===== src/sv/rflm_pkg.sv =====
`timescale 1ns / 1ps
// Shared definitions for the RF level median / peak hold block:
// default sizes, register codes and reset values, state types, config and status structs.
// No dependencies.
package rflm_pkg;

    localparam int WINDOW_DEF      = 5;
    localparam int SAMPLE_BITS_DEF = 10;

    localparam int LEVEL_BITS   = 16;
    localparam int TIME_BITS    = 32;
    localparam int CFG_BITS     = 16;
    localparam int CFG_IDX_BITS = 3;

    // configuration register indexes
    localparam logic [CFG_IDX_BITS-1:0] CFG_HOLD_TIME    = 3'd0;
    localparam logic [CFG_IDX_BITS-1:0] CFG_DECAY        = 3'd1;
    localparam logic [CFG_IDX_BITS-1:0] CFG_GAIN         = 3'd2;
    localparam logic [CFG_IDX_BITS-1:0] CFG_LEVEL_OFFSET = 3'd3;

    localparam logic [CFG_BITS-1:0]          HOLD_TIME_RST = 16'd500;
    localparam logic [CFG_BITS-1:0]          DECAY_RST     = 16'd51;
    localparam logic [CFG_BITS-1:0]          GAIN_RST      = 16'd11745;
    localparam logic signed [CFG_BITS-1:0]   OFFSET_RST    = -16'sd24320;
    localparam logic signed [LEVEL_BITS-1:0] PEAK_RST      = -16'sd20480;

    typedef struct packed {
        logic [CFG_BITS-1:0]        hold_time_ms;
        logic [CFG_BITS-1:0]        decay_per_ms;
        logic [CFG_BITS-1:0]        count_gain;
        logic signed [CFG_BITS-1:0] level_offset;
    } rflm_cfg_t;

    typedef struct packed {
        logic busy;
        logic done;
    } rflm_med_stat_t;

    typedef enum logic [2:0] {
        MED_IDLE,
        MED_WRITE,
        MED_READ,
        MED_DRAIN,
        MED_DONE
    } med_state_t;

    typedef enum logic [2:0] {
        PK_IDLE,
        PK_MUL,
        PK_LEVEL,
        PK_UPDATE,
        PK_OUT
    } pk_state_t;

endpackage


===== src/sv/rflm_median.sv =====
`timescale 1ns / 1ps
// Sample window memory and upper-median selection by streaming insertion sort.
// Depends on rflm_pkg.
module rflm_median
    import rflm_pkg::*;
#(
    parameter int WINDOW      = WINDOW_DEF,
    parameter int SAMPLE_BITS = SAMPLE_BITS_DEF
)(
    input  logic                   clk,
    input  logic                   rst_n,
    input  logic                   start,
    input  logic [SAMPLE_BITS-1:0] sample,
    output rflm_med_stat_t         stat,
    output logic [SAMPLE_BITS-1:0] median
);

    localparam int PW = (WINDOW > 1) ? $clog2(WINDOW) : 1;
    localparam int CW = $clog2(WINDOW + 1);
    localparam logic [PW-1:0] LAST_POS = PW'(WINDOW - 1);
    localparam logic [CW-1:0] FULL_CNT = CW'(WINDOW);

    med_state_t state_reg, state_next;

    logic [PW-1:0] wpos_reg, wpos_next;
    logic          filled_reg, filled_next;
    logic [CW-1:0] cnt_reg, cnt_next;
    logic [CW-1:0] rd_cnt_reg, rd_cnt_next;
    logic [CW-1:0] ins_cnt_reg, ins_cnt_next;
    logic          rd_vld_reg, rd_vld_next;

    logic [SAMPLE_BITS-1:0] sample_reg, sample_next;
    logic [SAMPLE_BITS-1:0] sorted_reg [WINDOW];
    logic [SAMPLE_BITS-1:0] sorted_next [WINDOW];
    logic [SAMPLE_BITS-1:0] rd_data_reg;
    logic [SAMPLE_BITS-1:0] window_mem [WINDOW];

    logic          mem_we;
    logic          rd_en;
    logic [PW-1:0] rd_addr;
    logic [CW-1:0] half_cnt;
    logic [PW-1:0] half_idx;

    // next state
    always_comb
    begin
        state_next = state_reg;
        unique case (state_reg)
            MED_IDLE:  if (start) state_next = MED_WRITE;
            MED_WRITE: state_next = MED_READ;
            MED_READ:  if (rd_cnt_reg == cnt_reg - CW'(1)) state_next = MED_DRAIN;
            MED_DRAIN: state_next = MED_DONE;
            MED_DONE:  state_next = MED_IDLE;
            default:   state_next = MED_IDLE;
        endcase
    end

    // state decoded outputs
    always_comb
    begin
        mem_we    = 1'b0;
        rd_en     = 1'b0;
        stat.busy = 1'b1;
        stat.done = 1'b0;
        unique case (state_reg)
            MED_IDLE:  stat.busy = 1'b0;
            MED_WRITE: mem_we = 1'b1;
            MED_READ:  rd_en = 1'b1;
            MED_DRAIN: ;
            MED_DONE:  stat.done = 1'b1;
            default:   stat.busy = 1'b0;
        endcase
    end

    // window pointer, entry count and read sequencing
    always_comb
    begin
        wpos_next    = wpos_reg;
        filled_next  = filled_reg;
        cnt_next     = cnt_reg;
        rd_cnt_next  = rd_cnt_reg;
        ins_cnt_next = ins_cnt_reg;
        sample_next  = sample_reg;
        rd_vld_next  = rd_en;
        if (start && state_reg == MED_IDLE)
        begin
            sample_next = sample;
        end
        if (mem_we)
        begin
            if (wpos_reg == LAST_POS)
            begin
                wpos_next   = '0;
                filled_next = 1'b1;
                cnt_next    = FULL_CNT;
            end
            else
            begin
                wpos_next = wpos_reg + PW'(1);
                cnt_next  = filled_reg ? FULL_CNT : CW'(wpos_reg) + CW'(1);
            end
            rd_cnt_next  = '0;
            ins_cnt_next = '0;
        end
        if (rd_en)
        begin
            rd_cnt_next = rd_cnt_reg + CW'(1);
        end
        if (rd_vld_reg)
        begin
            ins_cnt_next = ins_cnt_reg + CW'(1);
        end
    end

    // insert the word just read into the ascending list; equal keys go after
    always_comb
    begin
        logic [WINDOW-1:0] gt;
        for (int k = 0; k < WINDOW; k++)
        begin
            gt[k] = (CW'(k) < ins_cnt_reg) && (sorted_reg[k] > rd_data_reg);
        end
        sorted_next = sorted_reg;
        if (rd_vld_reg)
        begin
            if (gt[0] || ins_cnt_reg == '0)
            begin
                sorted_next[0] = rd_data_reg;
            end
            for (int k = 1; k < WINDOW; k++)
            begin
                if (gt[k-1])
                begin
                    sorted_next[k] = sorted_reg[k-1];
                end
                else if (gt[k] || ins_cnt_reg == CW'(k))
                begin
                    sorted_next[k] = rd_data_reg;
                end
            end
        end
    end

    assign rd_addr  = rd_cnt_reg[PW-1:0];
    assign half_cnt = cnt_reg >> 1;
    assign half_idx = half_cnt[PW-1:0];
    assign median   = sorted_reg[half_idx];

    always_ff @(posedge clk or negedge rst_n)
    begin
        if (!rst_n)
        begin
            state_reg   <= MED_IDLE;
            wpos_reg    <= '0;
            filled_reg  <= 1'b0;
            cnt_reg     <= '0;
            rd_cnt_reg  <= '0;
            ins_cnt_reg <= '0;
            rd_vld_reg  <= 1'b0;
        end
        else
        begin
            state_reg   <= state_next;
            wpos_reg    <= wpos_next;
            filled_reg  <= filled_next;
            cnt_reg     <= cnt_next;
            rd_cnt_reg  <= rd_cnt_next;
            ins_cnt_reg <= ins_cnt_next;
            rd_vld_reg  <= rd_vld_next;
        end
    end

    always_ff @(posedge clk)
    begin
        sample_reg <= sample_next;
        sorted_reg <= sorted_next;
    end

    // window memory, one write and one registered read port
    always_ff @(posedge clk)
    begin
        if (mem_we)
        begin
            window_mem[wpos_reg] <= sample_reg;
        end
        if (rd_en)
        begin
            rd_data_reg <= window_mem[rd_addr];
        end
    end

    a_wpos_range: assert property (@(posedge clk) disable iff (!rst_n)
        wpos_reg <= LAST_POS)
        else $error("window write pointer out of range");

    a_read_bounds: assert property (@(posedge clk) disable iff (!rst_n)
        (state_reg == MED_READ) |->
        (cnt_reg != '0 && cnt_reg <= FULL_CNT && rd_cnt_reg < cnt_reg))
        else $error("window read beyond valid entries");

    a_all_inserted: assert property (@(posedge clk) disable iff (!rst_n)
        (state_reg == MED_DONE) |-> (ins_cnt_reg == cnt_reg && !rd_vld_reg))
        else $error("median taken before all entries were sorted");

endmodule


===== src/sv/rflm_peak_hold.sv =====
`timescale 1ns / 1ps
// Level mapping (gain, offset, saturation), peak hold with decay, output register.
// Depends on rflm_pkg.
module rflm_peak_hold
    import rflm_pkg::*;
#(
    parameter int SAMPLE_BITS = SAMPLE_BITS_DEF
)(
    input  logic                          clk,
    input  logic                          rst_n,
    input  logic                          start,
    input  logic [SAMPLE_BITS-1:0]        median,
    input  logic [TIME_BITS-1:0]          now,
    input  rflm_cfg_t                     cfg,
    output logic                          busy,
    output logic                          out_valid,
    input  logic                          out_stall,
    output logic [SAMPLE_BITS-1:0]        median_sample,
    output logic signed [LEVEL_BITS-1:0]  level_dbm,
    output logic signed [LEVEL_BITS-1:0]  peak_hold_dbm
);

    localparam int GW = SAMPLE_BITS + CFG_BITS;      // gain product
    localparam int SW = GW - 6;                      // scaled sum with sign and carry
    localparam int DW = TIME_BITS + CFG_BITS;        // decay product
    localparam int PW = DW + 2;                      // decayed peak, signed
    localparam logic signed [SW-1:0] LVL_MAX = SW'(32767);
    localparam logic signed [SW-1:0] LVL_MIN = SW'(-32768);

    pk_state_t state_reg, state_next;

    logic [TIME_BITS-1:0]         prev_time_reg, prev_time_next;
    logic [TIME_BITS-1:0]         peak_time_reg, peak_time_next;
    logic signed [LEVEL_BITS-1:0] peak_level_reg, peak_level_next;
    logic                         out_valid_reg, out_valid_next;

    logic [SAMPLE_BITS-1:0]       med_reg, med_next;
    logic [GW-1:0]                gprod_reg, gprod_next;
    logic signed [LEVEL_BITS-1:0] level_reg, level_next;
    logic [TIME_BITS-1:0]         elapsed_reg, elapsed_next;
    logic [DW-1:0]                dprod_reg, dprod_next;
    logic                         expired_reg, expired_next;
    logic [SAMPLE_BITS-1:0]       out_med_reg, out_med_next;
    logic signed [LEVEL_BITS-1:0] out_level_reg, out_level_next;
    logic signed [LEVEL_BITS-1:0] out_peak_reg, out_peak_next;

    logic                         out_free;
    logic                         load;
    logic signed [SW-1:0]         lvl_sum;
    logic signed [PW-1:0]         decayed;
    logic [TIME_BITS-1:0]         held;

    assign out_free = !out_valid_reg || !out_stall;

    // next state
    always_comb
    begin
        state_next = state_reg;
        unique case (state_reg)
            PK_IDLE:   if (start) state_next = PK_MUL;
            PK_MUL:    state_next = PK_LEVEL;
            PK_LEVEL:  state_next = PK_UPDATE;
            PK_UPDATE: state_next = PK_OUT;
            PK_OUT:    if (out_free) state_next = PK_IDLE;
            default:   state_next = PK_IDLE;
        endcase
    end

    // state decoded outputs
    always_comb
    begin
        busy = 1'b1;
        load = 1'b0;
        unique case (state_reg)
            PK_IDLE:   busy = 1'b0;
            PK_MUL:    ;
            PK_LEVEL:  ;
            PK_UPDATE: ;
            PK_OUT:    load = out_free;
            default:   busy = 1'b0;
        endcase
    end

    assign lvl_sum = $signed({2'b00, gprod_reg[GW-1:8]}) + SW'(cfg.level_offset);
    assign decayed = PW'(peak_level_reg) - $signed({2'b00, dprod_reg});
    assign held    = now - peak_time_reg;

    always_comb
    begin
        prev_time_next  = prev_time_reg;
        peak_time_next  = peak_time_reg;
        peak_level_next = peak_level_reg;
        med_next        = med_reg;
        gprod_next      = gprod_reg;
        level_next      = level_reg;
        elapsed_next    = elapsed_reg;
        dprod_next      = dprod_reg;
        expired_next    = expired_reg;
        out_med_next    = out_med_reg;
        out_level_next  = out_level_reg;
        out_peak_next   = out_peak_reg;
        out_valid_next  = out_valid_reg && out_stall;

        if (start && state_reg == PK_IDLE)
        begin
            med_next = median;
        end

        if (state_reg == PK_MUL)
        begin
            gprod_next     = med_reg * cfg.count_gain;
            elapsed_next   = now - prev_time_reg;
            prev_time_next = now;
        end

        if (state_reg == PK_LEVEL)
        begin
            if (lvl_sum > LVL_MAX)
            begin
                level_next = LVL_MAX[LEVEL_BITS-1:0];
            end
            else if (lvl_sum < LVL_MIN)
            begin
                level_next = LVL_MIN[LEVEL_BITS-1:0];
            end
            else
            begin
                level_next = lvl_sum[LEVEL_BITS-1:0];
            end
            dprod_next   = elapsed_reg * cfg.decay_per_ms;
            expired_next = held > TIME_BITS'(cfg.hold_time_ms);
        end

        if (state_reg == PK_UPDATE)
        begin
            if (level_reg > peak_level_reg)
            begin
                peak_level_next = level_reg;
                peak_time_next  = now;
            end
            else if (expired_reg)
            begin
                // decay floors at the current level
                if (decayed < PW'(level_reg))
                begin
                    peak_level_next = level_reg;
                end
                else
                begin
                    peak_level_next = decayed[LEVEL_BITS-1:0];
                end
            end
        end

        if (load)
        begin
            out_med_next   = med_reg;
            out_level_next = level_reg;
            out_peak_next  = peak_level_reg;
            out_valid_next = 1'b1;
        end
    end

    always_ff @(posedge clk or negedge rst_n)
    begin
        if (!rst_n)
        begin
            state_reg      <= PK_IDLE;
            prev_time_reg  <= '0;
            peak_time_reg  <= '0;
            peak_level_reg <= PEAK_RST;
            out_valid_reg  <= 1'b0;
        end
        else
        begin
            state_reg      <= state_next;
            prev_time_reg  <= prev_time_next;
            peak_time_reg  <= peak_time_next;
            peak_level_reg <= peak_level_next;
            out_valid_reg  <= out_valid_next;
        end
    end

    always_ff @(posedge clk)
    begin
        med_reg       <= med_next;
        gprod_reg     <= gprod_next;
        level_reg     <= level_next;
        elapsed_reg   <= elapsed_next;
        dprod_reg     <= dprod_next;
        expired_reg   <= expired_next;
        out_med_reg   <= out_med_next;
        out_level_reg <= out_level_next;
        out_peak_reg  <= out_peak_next;
    end

    assign out_valid     = out_valid_reg;
    assign median_sample = out_med_reg;
    assign level_dbm     = out_level_reg;
    assign peak_hold_dbm = out_peak_reg;

    a_peak_floor: assert property (@(posedge clk) disable iff (!rst_n)
        (state_reg == PK_OUT) |-> (peak_level_reg >= level_reg))
        else $error("peak fell below current level");

    a_start_idle: assert property (@(posedge clk) disable iff (!rst_n)
        start |-> (state_reg == PK_IDLE))
        else $error("median delivered while peak stage busy");

    a_load_peak: assert property (@(posedge clk) disable iff (!rst_n)
        load |=> (out_valid_reg && out_peak_reg == $past(peak_level_reg)))
        else $error("output register missed the updated peak");

endmodule


===== src/sv/rf_level_median_peak_hold_unit.sv =====
`timescale 1ns / 1ps
// RF detector level filter: windowed median, dBm mapping, peak hold with decay.
// Depends on rflm_pkg, rflm_median, rflm_peak_hold.
//
// Usage:
//   Input channel (in_valid / in_stall) carries one ADC sample and its ms timestamp
//   per transaction. Output channel (out_valid / out_stall) returns the window
//   median, the mapped level and the peak hold value, one transaction per input.
//   Write registers via cfg_wr_en / cfg_index / cfg_data only while idle (the block
//   does not check): 0 hold time, 1 decay per ms, 2 counts-to-dB gain, 3 level offset.
// Sequence:
//   With n valid window entries (n = 5 once the window is full) the median stage
//   reads and sorts all n entries before the peak stage starts, and a new input is
//   taken only once both stages are idle. The window memory delivers one entry per
//   cycle for the median sort; gain and decay multiplies follow in their own cycles.
// Stall:
//   A finished result waits in the output register; the next input is taken
//   meanwhile, and its result is held back until the output register empties.
// Reset:
//   Clears the window fill state, timestamps and registers to defaults; the
//   peak starts at -80 dBm. Window contents are not cleared.
module rf_level_median_peak_hold_unit
    import rflm_pkg::*;
#(
    parameter int WINDOW      = WINDOW_DEF,
    parameter int SAMPLE_BITS = SAMPLE_BITS_DEF
)(
    input  logic                          clk,
    input  logic                          rst_n,
    input  logic                          in_valid,
    output logic                          in_stall,
    input  logic [SAMPLE_BITS-1:0]        adc_sample,
    input  logic [TIME_BITS-1:0]          time_ms,
    output logic                          out_valid,
    input  logic                          out_stall,
    output logic [SAMPLE_BITS-1:0]        median_sample,
    output logic signed [LEVEL_BITS-1:0]  level_dbm,
    output logic signed [LEVEL_BITS-1:0]  peak_hold_dbm,
    input  logic                          cfg_wr_en,
    input  logic [CFG_IDX_BITS-1:0]       cfg_index,
    input  logic [CFG_BITS-1:0]           cfg_data
);

    rflm_cfg_t            cfg_reg, cfg_next;
    logic [TIME_BITS-1:0] now_reg, now_next;

    rflm_med_stat_t         med_stat;
    logic [SAMPLE_BITS-1:0] med_value;
    logic                   pk_busy;
    logic                   accept;

    assign in_stall = med_stat.busy || pk_busy;
    assign accept   = in_valid && !in_stall;

    always_comb
    begin
        cfg_next = cfg_reg;
        if (cfg_wr_en)
        begin
            unique case (cfg_index)
                CFG_HOLD_TIME:    cfg_next.hold_time_ms = cfg_data;
                CFG_DECAY:        cfg_next.decay_per_ms = cfg_data;
                CFG_GAIN:         cfg_next.count_gain   = cfg_data;
                CFG_LEVEL_OFFSET: cfg_next.level_offset = $signed(cfg_data);
                default:          cfg_next = cfg_reg;
            endcase
        end
    end

    assign now_next = accept ? time_ms : now_reg;

    always_ff @(posedge clk or negedge rst_n)
    begin
        if (!rst_n)
        begin
            cfg_reg.hold_time_ms <= HOLD_TIME_RST;
            cfg_reg.decay_per_ms <= DECAY_RST;
            cfg_reg.count_gain   <= GAIN_RST;
            cfg_reg.level_offset <= OFFSET_RST;
        end
        else
        begin
            cfg_reg <= cfg_next;
        end
    end

    // timestamp stays put until the transaction has been fully processed
    always_ff @(posedge clk)
    begin
        now_reg <= now_next;
    end

    rflm_median #(
        .WINDOW      (WINDOW),
        .SAMPLE_BITS (SAMPLE_BITS)
    ) u_median (
        .clk    (clk),
        .rst_n  (rst_n),
        .start  (accept),
        .sample (adc_sample),
        .stat   (med_stat),
        .median (med_value)
    );

    rflm_peak_hold #(
        .SAMPLE_BITS (SAMPLE_BITS)
    ) u_peak (
        .clk           (clk),
        .rst_n         (rst_n),
        .start         (med_stat.done),
        .median        (med_value),
        .now           (now_reg),
        .cfg           (cfg_reg),
        .busy          (pk_busy),
        .out_valid     (out_valid),
        .out_stall     (out_stall),
        .median_sample (median_sample),
        .level_dbm     (level_dbm),
        .peak_hold_dbm (peak_hold_dbm)
    );

    a_one_stage_busy: assert property (@(posedge clk) disable iff (!rst_n)
        !(med_stat.busy && pk_busy))
        else $error("median and peak stages busy at once");

    a_accept_starts: assert property (@(posedge clk) disable iff (!rst_n)
        accept |=> (med_stat.busy && now_reg == $past(time_ms)))
        else $error("accepted transaction not started");

    a_handoff: assert property (@(posedge clk) disable iff (!rst_n)
        med_stat.done |=> (pk_busy && !med_stat.busy))
        else $error("median result not handed to peak stage");

endmodule


===== config.mk =====
export PLATFORM = sky130hd
export DESIGN_NAME = rf_level_median_peak_hold_unit
export DESIGN_NICKNAME = d
export VERILOG_FILES = /design/src/sv/rflm_pkg.sv /design/src/sv/rflm_median.sv /design/src/sv/rflm_peak_hold.sv /design/src/sv/rf_level_median_peak_hold_unit.sv
export SDC_FILE = /design/constraint.sdc
export NUM_CORES = 2
export LEC_CHECK = 0
export BUFFER_PORTS_ARGS = -buffer_cell sky130_fd_sc_hd__buf_2
export CAP_MARGIN = 20
export CORE_MARGIN = 8
export CORE_UTILIZATION = 30
export CTS_CLUSTER_SIZE = 28
export DETAILED_ROUTE_END_ITERATION = 7
export PLACE_DENSITY = 0.55
export RECOVER_POWER = 100
export SLEW_MARGIN = 25
export SYNTH_ARGS = -nofsm -noshare
export SYNTH_HDL_FRONTEND = slang
export SYNTH_SLANG_ARGS = --single-unit

===== constraint.sdc =====
create_clock -name clk -period 7.55 [get_ports clk]
set_input_delay 0 -clock clk [delete_from_list [all_inputs] [get_ports clk]]
set_output_delay 0 -clock clk [all_outputs]
set_load 0.01 [all_outputs]

==> summary by stage <==
Status
The flow ran to the end, but the final reports show violations. The checks that failed: max-capacitance violations, max-slew violations.

Global routing
The met2 usage in global routing is 0.248. The global-route wire length before repair is between 150 and 200 mm. The met3 track demand over resource is 0.0200. The global-route total usage across every layer is 0.144. The global route total overflow is 0. Entering global routing, the biggest net connects 80 pins.

The met1 usage in global routing is 0.191. The most crowded layer after global routing is met2. The number of antenna violations at the first check in global routing is 5. The via count of the first global-routing pass is approximately 35000.

Synth
The count of cell types in the netlist is a little under 80. Counting flops and latches in the post-synthesis netlist gives 474. The number of warning messages in the yosys log is 0.

The share of the Yosys chip area taken by registers is 0.286. The cell area after synthesis is around 47000 um2. When the netlist entered floorplanning its net count stood at 5659. The number of cells produced by synthesis is roughly 4600. The predominant post-synthesis flop cell is sky130_fd_sc_hd__edfxtp_1. The per-instance average area after synthesis is just over 10 um2. The fraction of registers with async set or reset after synthesis is 0.348. In this run, synthesis inferred 309 flip-flops with an integrated enable.

Final layout
The register with the most flip-flops in the layout has 64 of them. The fraction of final layout cells with drive strength greater than 1 is 0.0782. The area taken by flip-flops and latches is 13400 um2. The layout-stage area growth over the synthesis result is 12.6%. Leaving out fill and tap cells, the most frequent cells in the layout are sky130_fd_sc_hd__inv_1, sky130_fd_sc_hd__nand2_1, sky130_fd_sc_hd__fa_1, sky130_fd_sc_hd__ha_1, sky130_fd_sc_hd__edfxtp_1.

The library cell used most frequently in the layout, excluding fill and tap cells, is sky130_fd_sc_hd__inv_1. The number of nets in the finished design is 5843. The count of filler cells inserted in the layout is roughly 16000. Summing all multi-input logic gate instances after layout gives between 30000 and 40000 um2.

Floorplanning
The floorplan has 145 rows. The initial standard-cell utilization of the core is 0.301. In this run the horizontal extent of the chip is 412 um. 110 I/O pins were placed. From bottom edge to top edge, the die measures about 400 um. The die covers approximately 170000 um2. The area of the core is roughly 160000 um2.

Routing
Before antenna repair, the detailed router went through 5 iterations. The routed design has ~120 mm of wire. After the first detailed-routing iteration, the DRC count stood at about 1900. The detail route stage leaves a number of antenna-violating nets equal to 0. In the final routed layout, each cell accounts on average for 17.8 um. The total vias in the final route is roughly 33000. In the routed layout, each cell is associated on average with a via count of between 4 and 5. The post-route DRC violation count is 0.

STA
The final count of pins violating max slew was 487. The final cycle utilization of the critical path is 0.951. Setup repair after global routing left no endpoint under its margin. The clock skew after layout is around 55 ps. In this run the tightest slew margin relative to its limit is -1.68. In the final timing run, aggregate negative setup slack is 0 ps.

The transition at the pin with the smallest max-transition slack is slightly above 4000 ps. The count of final setup violators is 0. After layout, the minimum clock period comes to about 7200 ps.

Derived from the worst setup path, the maximum achievable clock frequency is around 140 MHz. The final count of hold timing violations came to 0.

Clocking
The clock tree synthesis step divided the H-tree into 2 levels. The tree built by TritonCTS fans out to about 470 sinks. The source-to-sink clock delay at the later pin of the worst-skew pair is around 680 ps. The CTS buffer count is 57.

Post-CTS timing repair inserted 0 buffers for setup. The buffer depth of the longest clock path is 3. CTS placed an instance of sky130_fd_sc_hd__clkbuf_16 at the clock tree root.

After clock tree synthesis, the clock-pin slew on the worst setup and hold paths is ~60 ps. The CTS tree is done.

Place
After legalization and detailed placement, the total HPWL measured slightly below 100 mm. The weighted congestion at the end of routability-driven global placement is between 0.8 and 0.9. Input and output buffers added on the ports amount to about 110.

Critical path
The worst endpoint required time is roughly 8000 ps. The startpoint type of the worst setup path is a flop. The arrival time at the worst endpoint is 7600 ps. STA classifies the critical path endpoint as a flop. The largest fanout on the critical path is 16. The category of the most critical setup path is flop to flop.

Worst hold path
The path class of the tightest hold or removal check is primary input to flop.

Run
The count of max-cap constraint violations is 11.
per-stage QoR:
step	worst slack, ps	cells	hold WS, ps	util	instance area (um2)
after global placement	445	6710	74.3	0.322	50200
after CTS	351	6916	0.593	0.341	53200
final	373	6917	57.8	0.339	52900
after global routing	3.72	6916	20.8	0.339	52900
after floorplan	1010	4625	-296	-	47000
after detailed placement	359	6710	74.0	0.322	50200
Yosys cell counts, drive strengths merged, types with 45 or more instances:
library cell  instances  area, um2
xor2                 57        499
nand3                46        230
ha                  437       5470
o21ai               165        826
a21oi               202       1010
a21o                119        893
nand2               544       2040
and2                288       1800
nor2                136        513
fa                  531      10600
mux2                124       1400
edfxtp              309       9280
dfrtp               141       3530
clkbuf              153        576
inv                 743       2790
o21a                 45        338
xnor2               111        972
cells by family (layout without fill, tap and decap cells):
kind of cell / count (synthesis) / in the layout / synth area share
simple gates: 1223 / 1223 / 0.126
fa+ha+maj: 968 / 968 / 0.342
buf+inv: 907 / 1140 / 0.0726
compound gates: 720 / 720 / 0.0983
flops: 474 / 474 / 0.286
xor+xnor: 168 / 168 / 0.0313
mux: 165 / 165 / 0.0437
other cells: 0 / 1 / 0
layer usage:
layer / vias to the layer above / share of wire / wire length, um
li1: 15621 / - / -
met1: 16460 / 0.46 / 56100
met2: 639 / 0.47 / 58200
met3: 168 / 0.042 / 5120
met4: 6 / 0.028 / 3500
met5: - / 0.00028 / 34
final timing paths:
check                                           start              endpoint  slack [ps]  cells past startpoint
max in group asynchronous                       rst_n           cfg_reg[47]        2790                      4
min in group asynchronous                       rst_n           cfg_reg[54]         850                      3
worst min register to register    u_median.filled_reg   u_median.cnt_reg[1]         450                      1
worst max register to register  u_peak.elapsed_reg[7]  u_peak.dprod_reg[42]         370                     22
worst min-delay path                      time_ms[29]           now_reg[29]          60                      2
worst max-delay path            u_peak.elapsed_reg[7]  u_peak.dprod_reg[42]         370                     22
worst max-delay path, cell delays in order (launching register included):
cell	delay [ps]
sky130_fd_sc_hd__edfxtp_1	820
sky130_fd_sc_hd__nand2_1	170
sky130_fd_sc_hd__fa_1	570
sky130_fd_sc_hd__inv_1	50
sky130_fd_sc_hd__fa_1	470
sky130_fd_sc_hd__fa_1	560
sky130_fd_sc_hd__fa_1	530
sky130_fd_sc_hd__fa_1	540
sky130_fd_sc_hd__inv_1	50
sky130_fd_sc_hd__fa_1	520
sky130_fd_sc_hd__inv_1	50
sky130_fd_sc_hd__ha_1	370
sky130_fd_sc_hd__a21o_1	190
sky130_fd_sc_hd__a21oi_1	140
sky130_fd_sc_hd__nor2b_1	60
sky130_fd_sc_hd__a311o_1	330
sky130_fd_sc_hd__o211a_1	250
sky130_fd_sc_hd__o211ai_1	420
sky130_fd_sc_hd__a31o_2	300
sky130_fd_sc_hd__o21bai_1	110
sky130_fd_sc_hd__a21oi_1	230
sky130_fd_sc_hd__o21a_1	160
sky130_fd_sc_hd__xnor2_1	60
cell type report:
| class | instances | share of cell area |
|---|---|---|
| Sequential cell | 474 | 0.254 |
| Tap cell | 2058 | 0.0486 |
| Antenna cell | 1 | 0.0000473 |
| Multi-Input combinational cell | 3244 | 0.569 |
| Timing Repair Buffer | 289 | 0.0380 |
| Inverter | 743 | 0.0527 |
| Clock buffer | 75 | 0.0294 |
| Clock inverter | 33 | 0.00811 |
repair_timing:
action / 4_1_cts / 5_1_grt
resized for setup: 0 / 2
setup endpoints to repair: 0 / 4
hold buffers: 98 / 0
endpoints found under the hold margin: 187 / 0
Power is not shown: default switching activity piles up to over one toggle a cycle in this logic, so the estimate is an artifact.
